[config.mk]
export PLATFORM = sky130hd
export DESIGN_NAME = string_escape_decoder
export DESIGN_NICKNAME = d
export VERILOG_FILES = /design/src/design/sed_pkg.sv /design/src/design/string_escape_decoder.sv
export SDC_FILE = /design/constraint.sdc
export NUM_CORES = 1
export LEC_CHECK = 0
export BUFFER_PORTS_ARGS = -buffer_cell sky130_fd_sc_hd__clkbuf_2
export CORE_UTILIZATION = 35
export DETAILED_ROUTE_END_ITERATION = 8
export HOLD_SLACK_MARGIN = 0.06
export SLEW_MARGIN = 0
export SYNTH_ARGS = -nofsm -noshare
export SYNTH_HDL_FRONTEND = slang
export SYNTH_SLANG_ARGS = --single-unit
[constraint.sdc]
create_clock -name clk -period 4.3 [get_ports clk]
set_input_delay 0.645 -clock clk [delete_from_list [all_inputs] [get_ports clk]]
set_output_delay 0.645 -clock clk [all_outputs]
set_load 0.005 [all_outputs]
[src/design/sed_pkg.sv]
// Package for the string escape decoder: decoder modes, result kinds,
// the result record and the character helpers.
// No dependencies.
package sed_pkg;

  localparam int unsigned QDEPTH = 4;

  typedef enum logic [1:0] {
    MODE_NORMAL = 2'd0,
    MODE_ESC    = 2'd1,
    MODE_HEX    = 2'd2,
    MODE_OCT    = 2'd3
  } mode_t;

  typedef enum logic [1:0] {
    KIND_BYTE   = 2'd0,
    KIND_CLOSED = 2'd1,
    KIND_UNTERM = 2'd2
  } kind_t;

  localparam logic [7:0] CH_NUL    = 8'h00;
  localparam logic [7:0] CH_QUOTE  = 8'h22;
  localparam logic [7:0] CH_BSLASH = 8'h5C;
  localparam logic [7:0] CH_X      = 8'h78;
  localparam logic [7:0] CH_ZERO   = 8'h30;

  localparam logic [1:0] HEX_DIGITS = 2'd2;
  localparam logic [1:0] OCT_DIGITS = 2'd3;

  typedef struct packed {
    logic [7:0] data;
    kind_t      kind;
    logic       last;
  } result_t;

  // Outcome of one byte in normal mode.
  typedef struct packed {
    logic    emit;
    result_t res;
    mode_t   mode;
  } norm_t;

  function automatic norm_t normal_step(input logic [7:0] b);
    norm_t n;
    n.emit     = 1'b1;
    n.mode     = MODE_NORMAL;
    n.res.data = b;
    n.res.kind = KIND_BYTE;
    n.res.last = 1'b0;
    case (b)
      CH_QUOTE: begin
        n.res.data = 8'h00;
        n.res.kind = KIND_CLOSED;
      end
      CH_NUL: begin
        n.res.kind = KIND_UNTERM;
      end
      CH_BSLASH: begin
        n.emit = 1'b0;
        n.mode = MODE_ESC;
      end
      default: ;
    endcase
    return n;
  endfunction

  // Control code for a simple escape letter; any other byte maps to itself.
  function automatic logic [7:0] esc_code(input logic [7:0] b);
    logic [7:0] c;
    case (b)
      8'h61:   c = 8'd7;   // a
      8'h62:   c = 8'd8;   // b
      8'h66:   c = 8'd12;  // f
      8'h6E:   c = 8'd10;  // n
      8'h72:   c = 8'd13;  // r
      8'h74:   c = 8'd9;   // t
      8'h76:   c = 8'd11;  // v
      default: c = b;
    endcase
    return c;
  endfunction

  // Digit value in hex or octal; bit 4 flags a valid digit.
  function automatic logic [4:0] digit_of(input logic [7:0] b, input logic hex);
    logic [4:0] d;
    d = 5'd0;
    if (!hex) begin
      if (b inside {[8'h30:8'h37]}) d = {2'b10, b[2:0]};
    end else begin
      if (b inside {[8'h30:8'h39]}) d = {1'b1, b[3:0]};
      else if (b inside {[8'h61:8'h66], [8'h41:8'h46]}) d = {1'b1, b[3:0] + 4'd9};
    end
    return d;
  endfunction

endpackage

[src/design/string_escape_decoder.sv]
// Top level of the string escape decoder: escape state machine and a
// small result queue feeding the output stream.
// Depends on sed_pkg.
//
// Decodes a C string literal body, one raw byte per input transaction, and
// emits decoded bytes plus an end marker (closed by quote or ended by a zero
// byte). One input byte is taken per cycle while s_tready is high; each gives zero, one or two
// results, and results leave at one per cycle while m_tready is high, so bytes that end a numeric
// escape early (two results) set the pace. A four-entry result queue sits
// between the sides; input is taken while at most two entries are occupied.
// Escape state updates in the cycle the byte is taken, with no loop across
// cycles.
module string_escape_decoder
  import sed_pkg::*;
(
  input  logic       clk,
  input  logic       rst,
  input  logic       s_tvalid,
  output logic       s_tready,
  input  logic [7:0] s_tdata,   // [7:0] in_byte
  output logic       m_tvalid,
  input  logic       m_tready,
  output logic [7:0] m_tdata,   // [7:0] out_byte
  output logic [1:0] m_tuser,   // [1:0] kind
  output logic       m_tlast    // last_of_run
);

  mode_t      mode, mode_next;
  logic [1:0] digits_left, digits_left_next;
  logic [7:0] accum, accum_next;

  result_t    q [QDEPTH];
  result_t    q_next [QDEPTH];
  logic [2:0] count, count_next;

  logic       accept, pop;
  logic [1:0] n_res;
  result_t    r0, r1;

  assign accept   = s_tvalid && s_tready;
  assign pop      = m_tvalid && m_tready;
  assign s_tready = (count <= 3'd2);
  assign m_tvalid = (count != 3'd0);
  assign m_tdata  = q[0].data;
  assign m_tuser  = q[0].kind;
  assign m_tlast  = q[0].last;

  // Escape decoding of the incoming byte.
  always_comb begin
    norm_t      nb;
    logic [4:0] d;
    logic [1:0] dl;
    nb               = normal_step(s_tdata);
    d                = digit_of(s_tdata, mode == MODE_HEX);
    dl               = digits_left - 2'd1;
    mode_next        = mode;
    digits_left_next = digits_left;
    accum_next       = accum;
    n_res            = 2'd0;
    r0               = nb.res;
    r1               = nb.res;
    case (mode)
      MODE_NORMAL: begin
        mode_next = nb.mode;
        n_res     = {1'b0, nb.emit};
      end
      MODE_ESC: begin
        mode_next = MODE_NORMAL;
        n_res     = 2'd1;
        r0.data   = esc_code(s_tdata);
        r0.kind   = KIND_BYTE;
        if (s_tdata == CH_NUL) begin
          r0.kind = KIND_UNTERM;
        end else if (s_tdata == CH_X) begin
          mode_next        = MODE_HEX;
          digits_left_next = HEX_DIGITS;
          accum_next       = 8'h00;
          n_res            = 2'd0;
        end else if (s_tdata == CH_ZERO) begin
          mode_next        = MODE_OCT;
          digits_left_next = OCT_DIGITS;
          accum_next       = 8'h00;
          n_res            = 2'd0;
        end
      end
      default: begin
        if (!d[4] || digits_left == 2'd0) begin
          // cut short: flush the value, then handle the byte as plain text
          r0.data          = accum;
          r0.kind          = KIND_BYTE;
          r1               = nb.res;
          n_res            = nb.emit ? 2'd2 : 2'd1;
          mode_next        = nb.mode;
          digits_left_next = 2'd0;
          accum_next       = 8'h00;
        end else begin
          if (mode == MODE_HEX) accum_next = {accum[3:0], d[3:0]};
          else                  accum_next = {accum[4:0], d[2:0]};
          digits_left_next = dl;
          if (dl == 2'd0) begin
            r0.data    = accum_next;
            r0.kind    = KIND_BYTE;
            n_res      = 2'd1;
            mode_next  = MODE_NORMAL;
            accum_next = 8'h00;
          end
        end
      end
    endcase
    r0.last = (n_res == 2'd1);
    r1.last = 1'b1;
  end

  // Result queue: entry 0 drives the output; pop shifts, push appends.
  always_comb begin
    logic [2:0] base;
    base = count - {2'b00, pop};
    for (int i = 0; i < QDEPTH; i++) begin
      if (pop && i < QDEPTH - 1) q_next[i] = q[i+1];
      else if (pop)              q_next[i] = q[i];
      else                       q_next[i] = q[i];
      if (accept && n_res != 2'd0 && base == 3'(i))
        q_next[i] = r0;
      if (accept && n_res == 2'd2 && base + 3'd1 == 3'(i))
        q_next[i] = r1;
    end
    count_next = base + (accept ? {1'b0, n_res} : 3'd0);
  end

  always_ff @(posedge clk) begin
    q <= q_next;
    if (rst) begin
      mode        <= MODE_NORMAL;
      digits_left <= 2'd0;
      accum       <= 8'h00;
      count       <= 3'd0;
    end else begin
      count <= count_next;
      if (accept) begin
        mode        <= mode_next;
        digits_left <= digits_left_next;
        accum       <= accum_next;
      end
    end
  end

  // Queue never overflows its four entries.
  a_qbound: assert property (@(posedge clk) disable iff (rst)
    count <= 3'(QDEPTH))
    else $error("result queue overflow");

  // End markers carry zero data and always close the run.
  a_endmark: assert property (@(posedge clk) disable iff (rst)
    m_tvalid && m_tuser != KIND_BYTE |-> m_tdata == 8'h00 && m_tlast)
    else $error("end marker malformed");

  // A plain quote in normal mode leaves the decoder in normal mode.
  a_quote: assert property (@(posedge clk) disable iff (rst)
    accept && mode == MODE_NORMAL && s_tdata == CH_QUOTE |=> mode == MODE_NORMAL)
    else $error("quote did not end literal");

  // Entering a numeric escape always starts from a cleared value.
  a_numstart: assert property (@(posedge clk) disable iff (rst)
    accept && mode == MODE_ESC && (s_tdata == CH_X || s_tdata == CH_ZERO)
    |=> accum == 8'h00 && digits_left != 2'd0)
    else $error("numeric escape not initialized");

endmodule
==> qor.csv, run 1 <==
metric,value,unit
status,"complete, no violations",
grt_max_degree,28,
cts.path.max_buffers,2,
seq_area_frac_synth,39.32,%
tns,0,ns
cts_root_buffer,clkbuf_16,
clkTransAtPathRegs,0.05,ns
setup_viol,0,
drv_cap,0,
fin_crit,3.605,ns
crit_type,flip-flop to flip-flop,
grt_pass1_wl,16690,µm
postSynthAreaPerCell,9.184,µm²
post_cts_resized,0,
worstMarginPinSlew,0.8016,ns
dieHeight,109.2,µm
path_buf_inv,2,
crit_path_frequent_cell,ha_1,
vias_per_cell,5.806,
max_stage_delay,0.44,ns
core,11030,µm²
firstDrtPassIters,5,
synth_cell_types,63,
gpl.final_weighted_congestion,0.9335,
syn_area,4023,µm²
ant_nets,0,
relSlewSlack,46.20,%
arrival,3.55,ns
fin_skew,0.007784,ns
synth_nets,462,
detail_route.wl_per_cell,17.40,µm
cp.required,4.25,ns
p_leak,0.001675,µW
crit_path_cell_trace,or3_1 > nand2_1 > inv_1 > ha_1 > ha_1 > nor2_1 > ha_1 > nor4b_4 > nand2_1 > buf_4 > o21ai_1,
cts_sinks,59,
final_cell_count_no_fill,589,
crit_slowest_cell,o21ai_1,
cp-end-kind,flip-flop,
die_x,109.2,µm
insertion_delay,0.33,ns
hold_viol,0,
gr-total-overflow,0,
grt_use_total,18.49,%
row_count,38,
num_vias,3420,
start_util,36.47,%
grt_setup_unrepaired,no,
post-route-period-util,83.84,%
io_pins,25,
synth_edf_count,40,
dp_hpwl,7705,µm
first_global_vias,3178,
hp-class,flip-flop to flip-flop,
synth.ff_latch_count,59,
async_flop_share,0,%
cts_buffers,9,
max_freq,277.4,MHz
antenna_found_initial,0,
ir_drop,0.0002448,V
synth.top_cell.area_share,29.86,%
final_cell_mix,"50 x nor2_1, 45 x nand2_1, 40 x edfxtp_1",
port_buffers,24,
cts_tree,built,
p_per_area,542.9,nW/µm²
drc_errors,0,
hold_ws,0.4963,ns
yosysTopAreaCell,edfxtp_1,
post_cts_buffers,0,
dieArea,11930,µm²
drt-initial-drc-count,229,
crit_path_start_kind,flip-flop,
layout-drive-gt1-share,15.59,%
yosysWarnings,0,
ys_top_cells_by_area,"edfxtp_1 30%, dfxtp_1 9.5%, nor2_1 4.7%",
wirelength,10250,µm
syn_inst,438,
synth-main-ff-cell,edfxtp_1,
cp_max_fo,14,
nets,468,
area_delta_synth_final,11.32,%
layout_commonest_cell,nor2_1,
htree_levels,3,
antennaDiodeCount,0,
placedCellCount,573,
ctsHoldBuffers,0,
path_delay_family,simple AND/OR/NAND/NOR gates,
slew_viol_final,0,
## where the power goes
group	switching, µW	leakage [µW]	internal, µW
Combinational	453	0.000980	277
Clock	269	0.000160	512
Sequential	50.9	0.000534	871
Total	772	0.00167	1660
## final timing paths
kind	slack [ns]	cells past startpoint	endpoint	start
min	0.50	2	digits_left[1]$_SDFFE_PP0P_	digits_left[1]$_SDFFE_PP0P_
min reg2reg	0.50	2	digits_left[1]$_SDFFE_PP0P_	digits_left[1]$_SDFFE_PP0P_
max	0.69	11	q[7]$_DFFE_PP_	count[2]$_SDFF_PP0_
max reg2reg	0.69	11	q[7]$_DFFE_PP_	count[2]$_SDFF_PP0_
## layout make-up
| class | count | area (µm²) |
|---|---|---|
| Inverter | 18 | 67.56 |
| Fill cell | 1096 | 6553 |
| Clock inverter | 7 | 100.1 |
| Sequential cell | 59 | 1582 |
| Multi-Input combinational cell | 324 | 2148 |
| Tap cell | 140 | 175.2 |
| Timing Repair Buffer | 32 | 180.2 |
| Clock buffer | 9 | 225.2 |
## cell families after synthesis
| group | Yosys count | share of synthesized area [%] |
|---|---|---|
| adders and majority gates | 12 | 3.919 |
| buffers and inverters | 55 | 7.278 |
| DFF | 59 | 39.32 |
| xor gates and xnor gates | 4 | 0.8711 |
| and+or+nand+nor | 161 | 21.65 |
| muxes | 10 | 2.644 |
| AOI/OAI and AO/OA | 137 | 24.32 |
## stage by stage
step	area [µm²]	utilization, %	worst slack (ns)	power (µW)
final	4478	40.60	0.6947	2431
after global routing	4478	40.60	0.3537	2594
after CTS	4478	40.60	0.6355	2445
after detailed placement	4153	37.65	0.5672	1662
after global placement	4153	37.65	0.6895	1641
after floorplan	4023	-	0.8933	1507
## worst reg2reg max path, cell delays in order (launching register included)
cell,delay (ns)
dfxtp_1,0.32
or3_1,0.38
nand2_1,0.25
inv_1,0.08
ha_1,0.19
ha_1,0.34
nor2_1,0.32
ha_1,0.22
nor4b_4,0.40
nand2_1,0.09
buf_4,0.20
o21ai_1,0.44
## per-layer routing
metal  vias to the layer above  wire, µm  GRT usage [%]
met5                         -         0              0
met4                         0        68          5.238
met3                         8       562          4.423
met2                       129      5008          30.64
met1                      1641      4607          23.86
li1                       1642         -              -
## Yosys cell counts (11+ instances only)
cell type,instances
edfxtp_1,40
buf_4,13
ha_1,11
dfxtp_1,19
o22ai_1,12
nand2_1,45
nor2_1,50
clkbuf_1,14
a21oi_1,27
inv_1,18
nand3_1,13
a22oi_1,24
o21ai_0,30
## flip-flops by register name, summed over array words and instances (netlist names)
register / cells
digits_left: 2
m_tuser: 2
accum: 8
count: 3
m_tdata: 8
mode: 2
q: 33
m_tlast: 1
Note: power is estimated with default switching activity, not from simulation.
==> run 2: changes to the inputs <==
- clock period: 4.3 -> 3.7 ns (I/O delays scaled with it)
==> run 2 against run 1 <==
Against the previous run:
- sequential share of layout area fell by 0.35 points
- non-clock buffer count rose by 6
- critical endpoint is now q[19]$_DFFE_PP_
- count of clock-buffer cells in the layout unchanged
- clock skew about the same
- via count is 0.64% higher
- register-to-register slack got worse by 0.27 ns
- core utilization grew 0.41 points
- global-route usage up 0.67 points
- critical path depth did not move
- die area did not move
- wire length increased by 0.61%
==> qor.csv, run 2 (synthesis gave the netlist of run 1 again) <==
metric,value,unit,change
status,"complete, no violations",,unchanged
p_leak,0.001704,µW,was 0.001675 µW
worstMarginPinSlew,0.9218,ns,was 0.8016 ns
gr-total-overflow,0,,unchanged
wirelength,10310,µm,"was 10,250 µm"
num_vias,3442,,"was 3,420"
tns,0,ns,unchanged
fin_skew,0.007536,ns,was 0.007784 ns
row_count,38,,unchanged
htree_levels,3,,unchanged
core,11030,µm²,unchanged
reg2reg_from,count[2]$_SDFF_PP0_,,unchanged
final_cell_mix,"50 x nor2_1, 45 x nand2_1, 40 x edfxtp_1",,unchanged
relSlewSlack,38.07,%,was 46.20%
worstHoldStart,accum[5]$_SDFFE_PP0P_,,was digits_left[1]$_SDFFE_PP0P_
top_register,q,,unchanged
start_util,36.47,%,unchanged
die_x,109.2,µm,unchanged
p_per_area,626.3,nW/µm²,was 542.9 nW/µm²
fin_crit,3.271,ns,was 3.605 ns
port_buffers,24,,unchanged
drt-initial-drc-count,196,,was 229
largest_register_ff_count,33,,unchanged
crit_type,flip-flop to flip-flop,,unchanged
fill_cells,1111,,"was 1,096"
grt_use_total,19.16,%,was 18.49%
cts_sinks,59,,unchanged
post_cts_resized,0,,unchanged
layout_commonest_cell,nor2_1,,unchanged
first_global_vias,3413,,"was 3,178"
hp-class,flip-flop to flip-flop,,unchanged
nets,474,,was 468
cts_root_buffer,clkbuf_16,,unchanged
post_cts_buffers,0,,unchanged
ctsHoldBuffers,0,,unchanged
hold_viol,0,,unchanged
detail_route.wl_per_cell,17.33,µm,was 17.40 µm
max_freq,305.7,MHz,was 277.4 MHz
ir_drop,0.0003401,V,was 0.0002448 V
io_pins,25,,unchanged
grt_setup_unrepaired,no,,unchanged
ant_nets,0,,unchanged
cts.path.max_buffers,2,,unchanged
slew_viol_final,0,,unchanged
dieHeight,109.2,µm,unchanged
crit_path_start_kind,flip-flop,,unchanged
dieArea,11930,µm²,unchanged
dp_hpwl,7893,µm,was 7705 µm
cts_buffers,9,,unchanged
cp-end-kind,flip-flop,,unchanged
firstDrtPassIters,5,,unchanged
setup_viol,0,,unchanged
fin_util,41.01,%,was 40.60%
hold_ws,0.4858,ns,was 0.4963 ns
area_delta_synth_final,12.44,%,was 11.32%
arrival,3.26,ns,was 3.55 ns
cp.required,3.69,ns,was 4.25 ns
insertion_delay,0.33,ns,about the same
antennaDiodeCount,0,,unchanged
grt_max_degree,28,,unchanged
antenna_found_initial,0,,unchanged
drc_errors,0,,unchanged
drv_cap,0,,unchanged
gpl.final_weighted_congestion,0.8461,,was 0.9335
grt_pass1_wl,17490,µm,"was 16,690 µm"
post-route-period-util,88.41,%,was 83.84%
layout-drive-gt1-share,16.70,%,was 15.59%
crit_start,count[2]$_SDFF_PP0_,,unchanged
cts_tree,built,,unchanged
vias_per_cell,5.785,,was 5.806
cp_max_fo,10,,was 14
clkTransAtPathRegs,0.05,ns,about the same
==> run 2: cell types whose count changed in the layout (fill, tap and decap cells not counted) <==
cell,delta
buf_4,+6
inv_6,-1
o21ai_0,+1
clkinv_4,+1
o21ai_1,-1
==> run 2: final timing paths <==
| path | to | slack [ns] | cells past startpoint |
|---|---|---|---|
| worst max-delay path | q[19]$_DFFE_PP_ | 0.43 | 11 |
| worst min-delay path | accum[5]$_SDFFE_PP0P_ | 0.49 | 2 |
| worst min register to register | accum[5]$_SDFFE_PP0P_ | 0.49 | 2 |
| worst max register to register | q[19]$_DFFE_PP_ | 0.43 | 11 |
==> run 2: final cells by class <==
cell class / instances / area [µm²] / share of cell area, %
multi-input combinational: 324 / 2148 / 47.50
inverter: 18 / 67.56 / 1.494
timing repair buffer: 38 / 225.2 / 4.979
sequential: 59 / 1582 / 34.97
tap: 140 / 175.2 / 3.873
clock inverter: 7 / 100.1 / 2.213
clock buffer: 9 / 225.2 / 4.979
==> run 2: power breakdown <==
group | total (µW) | leakage, µW | switching [µW] | internal [µW]
Combinational | 863 | 0.00101 | 528 | 335
Clock | 897 | 0.000160 | 304 | 593
Sequential | 1070 | 0.000534 | 61.5 | 1010
==> run 2: critical path, stage by stage, from the launching register on <==
cell	delay, ns
dfxtp_1	0.33
or3_1	0.39
nand2_1	0.10
inv_1	0.04
ha_1	0.17
ha_1	0.34
nor2_1	0.35
ha_1	0.34
nand2_1	0.12
nor4_4	0.05
a21oi_2	0.36
nand2_1	0.35
==> run 2: stage by stage <==
step	power [µW]	area, µm²	std cells	setup WS [ns]
after floorplan	1751	4023	438	0.2933
final	2833	4523	595	0.4289
after global routing	3032	4523	595	0.1344
after detailed placement	1954	4198	579	0.2248
after CTS	2858	4523	595	0.4178
after global placement	1922	4198	579	0.3196
==> run 2: layer usage <==
| layer | up-vias | track usage [%] | wire length [µm] |
|---|---|---|---|
| met5 | - | 0 | 0 |
| met4 | 0 | 6.952 | 213 |
| li1 | 1657 | - | - |
| met1 | 1651 | 24.24 | 4619 |
| met3 | 20 | 4.722 | 478 |
| met2 | 114 | 31.54 | 4997 |
==> run 3: changes to the inputs <==
- clock period: 3.7 -> 3.72 ns (I/O delays scaled with it)
==> run 3 against run 2 <==
Against the previous run:
- sequential power about the same
- clock power fell by 7.2%
- first-iteration DRC count decreased by 4.6%
- via count decreased by 0.76%
- clock skew about the same
- power down 2.5%
- hold slack improved by 0.0056 ns
- sequential share of layout area rose by 0.17 points
- core utilization shrank 0.20 points
- worst setup slack improved by 0.0098 ns
- non-clock buffer count unchanged
- wire length grew 1.0%
- highest routed layer unchanged
==> qor.csv, run 3 (synthesis gave the netlist of run 1 again) <==
metric,value,unit,change
status,"complete, no violations",,unchanged
cts.path.max_buffers,2,,unchanged
min_to,accum[5]$_SDFFE_PP0P_,,unchanged
antennaDiodeCount,0,,unchanged
row_count,38,,unchanged
drc_errors,0,,unchanged
drt-initial-drc-count,187,,was 196
fin_util,40.80,%,was 41.01%
port_buffers,24,,unchanged
cts_sinks,59,,unchanged
firstDrtPassIters,5,,unchanged
rr_endpoint,m_tdata[1]$_DFFE_PP_,,was q[19]$_DFFE_PP_
r2r_slack,0.44,ns,was 0.43 ns
post_cts_resized,0,,unchanged
post-route-period-util,88.21,%,was 88.41%
first_global_vias,3301,,"was 3,413"
setup_viol,0,,unchanged
grt_setup_unrepaired,no,,unchanged
arrival,3.26,ns,about the same
cp_max_fo,10,,unchanged
insertion_delay,0.33,ns,about the same
layout_commonest_cell,nor2_1,,unchanged
multi_input_area,2148,µm²,unchanged
top_register,q,,unchanged
start_util,36.47,%,unchanged
io_pins,25,,unchanged
clkTransAtPathRegs,0.06,ns,was 0.05 ns
r2r_cells,10,,was 11
gpl.final_weighted_congestion,0.8412,,was 0.8461
vias_per_cell,5.741,,was 5.785
grt_max_degree,28,,unchanged
fill_cells,1131,,"was 1,111"
slew_viol_final,0,,unchanged
wirelength,10410,µm,"was 10,310 µm"
final_cell_count_no_fill,595,,unchanged
worstMarginPinSlew,0.9898,ns,was 0.9218 ns
cts_tree,built,,unchanged
final_cell_mix,"50 x nor2_1, 45 x nand2_1, 40 x edfxtp_1",,unchanged
htree_levels,3,,unchanged
crit_path_start_kind,flip-flop,,unchanged
grt_pass1_wl,17100,µm,"was 17,490 µm"
reg2reg_from,count[2]$_SDFF_PP0_,,unchanged
fin_crit,3.281,ns,was 3.271 ns
cts_root_buffer,clkbuf_16,,unchanged
dieArea,11930,µm²,unchanged
post_cts_buffers,0,,unchanged
nets,474,,unchanged
max_freq,304.8,MHz,was 305.7 MHz
fin_skew,0.007547,ns,was 0.007536 ns
ctsHoldBuffers,0,,unchanged
detail_route.wl_per_cell,17.50,µm,was 17.33 µm
die_x,109.2,µm,unchanged
hold_viol,0,,unchanged
hp-class,flip-flop to flip-flop,,unchanged
worstHoldStart,accum[5]$_SDFFE_PP0P_,,unchanged
dp_hpwl,7935,µm,was 7893 µm
tns,0,ns,unchanged
area_delta_synth_final,11.88,%,was 12.44%
layout-drive-gt1-share,16.70,%,unchanged
grt_use_total,18.86,%,was 19.16%
largest_register_ff_count,33,,unchanged
crit_type,flip-flop to flip-flop,,unchanged
num_vias,3416,,"was 3,442"
ir_drop,0.0002841,V,was 0.0003401 V
antenna_found_initial,0,,unchanged
regArea,1582,µm²,unchanged
p_per_area,613.7,nW/µm²,was 626.3 nW/µm²
placedCellCount,579,,unchanged
ant_nets,0,,unchanged
relSlewSlack,33.51,%,was 38.07%
cp.required,3.70,ns,was 3.69 ns
cts_buffers,9,,unchanged
core,11030,µm²,unchanged
dieHeight,109.2,µm,unchanged
holdPathStages,2,,unchanged
gr-total-overflow,0,,unchanged
cp-end-kind,flip-flop,,unchanged
drv_cap,0,,unchanged
p_leak,0.001690,µW,was 0.001704 µW
==> run 3: cell types whose count changed in the layout (fill, tap and decap cells not counted) <==
cell,before,now
bufinv_16,2,1
clkinvlp_4,0,1
==> run 3: final cells by class <==
type,instances,share of cell area (%)
multi-input cells,324,47.73
clock inverters,7,1.724
clock buffers,9,5.004
repair buffers,38,5.004
flip-flops and latches,59,35.14
well taps,140,3.892
inverters,18,1.501
==> run 3: critical path, cell delays in order (launching register included) <==
cell and delay (ns):
dfxtp_1 0.32, or3_1 0.39, nand2_1 0.10, inv_1 0.05, ha_1 0.17, ha_1 0.33
nor2_1 0.35, ha_1 0.22, nor4b_4 0.42, a22oi_4 0.20, nand2_1 0.37
==> run 3: how the worst max path moves through the flow <==
stage / startpoint / endpoint / depth (start not counted)
floorplan: count[2]$_SDFF_PP0_ / q[10]$_DFFE_PP_ / 11
global placement: s_tdata[0] / q[20]$_DFFE_PP_ / 9
detailed placement: s_tdata[0] / q[31]$_DFFE_PP_ / 9
CTS: count[2]$_SDFF_PP0_ / q[28]$_DFFE_PP_ / 11
global route: count[2]$_SDFF_PP0_ / q[10]$_DFFE_PP_ / 11
finish: count[2]$_SDFF_PP0_ / m_tdata[1]$_DFFE_PP_ / 10
==> run 3: routing by layer <==
layer	GRT usage [%]	wire length [µm]	share of wire, %	vias to the layer above
met5	0	0	0	-
met4	6.095	181	1.7	0
met2	31.58	5096	49	79
li1	-	-	-	1653
met3	3.706	381	3.7	14
met1	24.31	4754	46	1670
==> run 3: report_power, final <==
| part | switching [µW] | internal [µW] | total (µW) | leakage [µW] |
|---|---|---|---|---|
| clock network | 310 | 522 | 832 | 0.000146 |
| logic | 530 | 334 | 864 | 0.00101 |
| registers | 60.4 | 1010 | 1070 | 0.000534 |
| total | 900 | 1860 | 2760 | 0.00169 |
==> run 3: metrics by stage <==
step	hold WS [ns]	setup WS [ns]	area [µm²]	total power, µW
3_5_place_dp	0.4758	0.2414	4198	1947
4_1_cts	0.4882	0.4126	4501	2782
2_1_floorplan	0.4374	0.3133	4023	1742
3_3_place_gp	0.4763	0.3377	4198	1911
6_report	0.4915	0.4387	4501	2762
5_1_grt	0.5217	0.1208	4501	2940
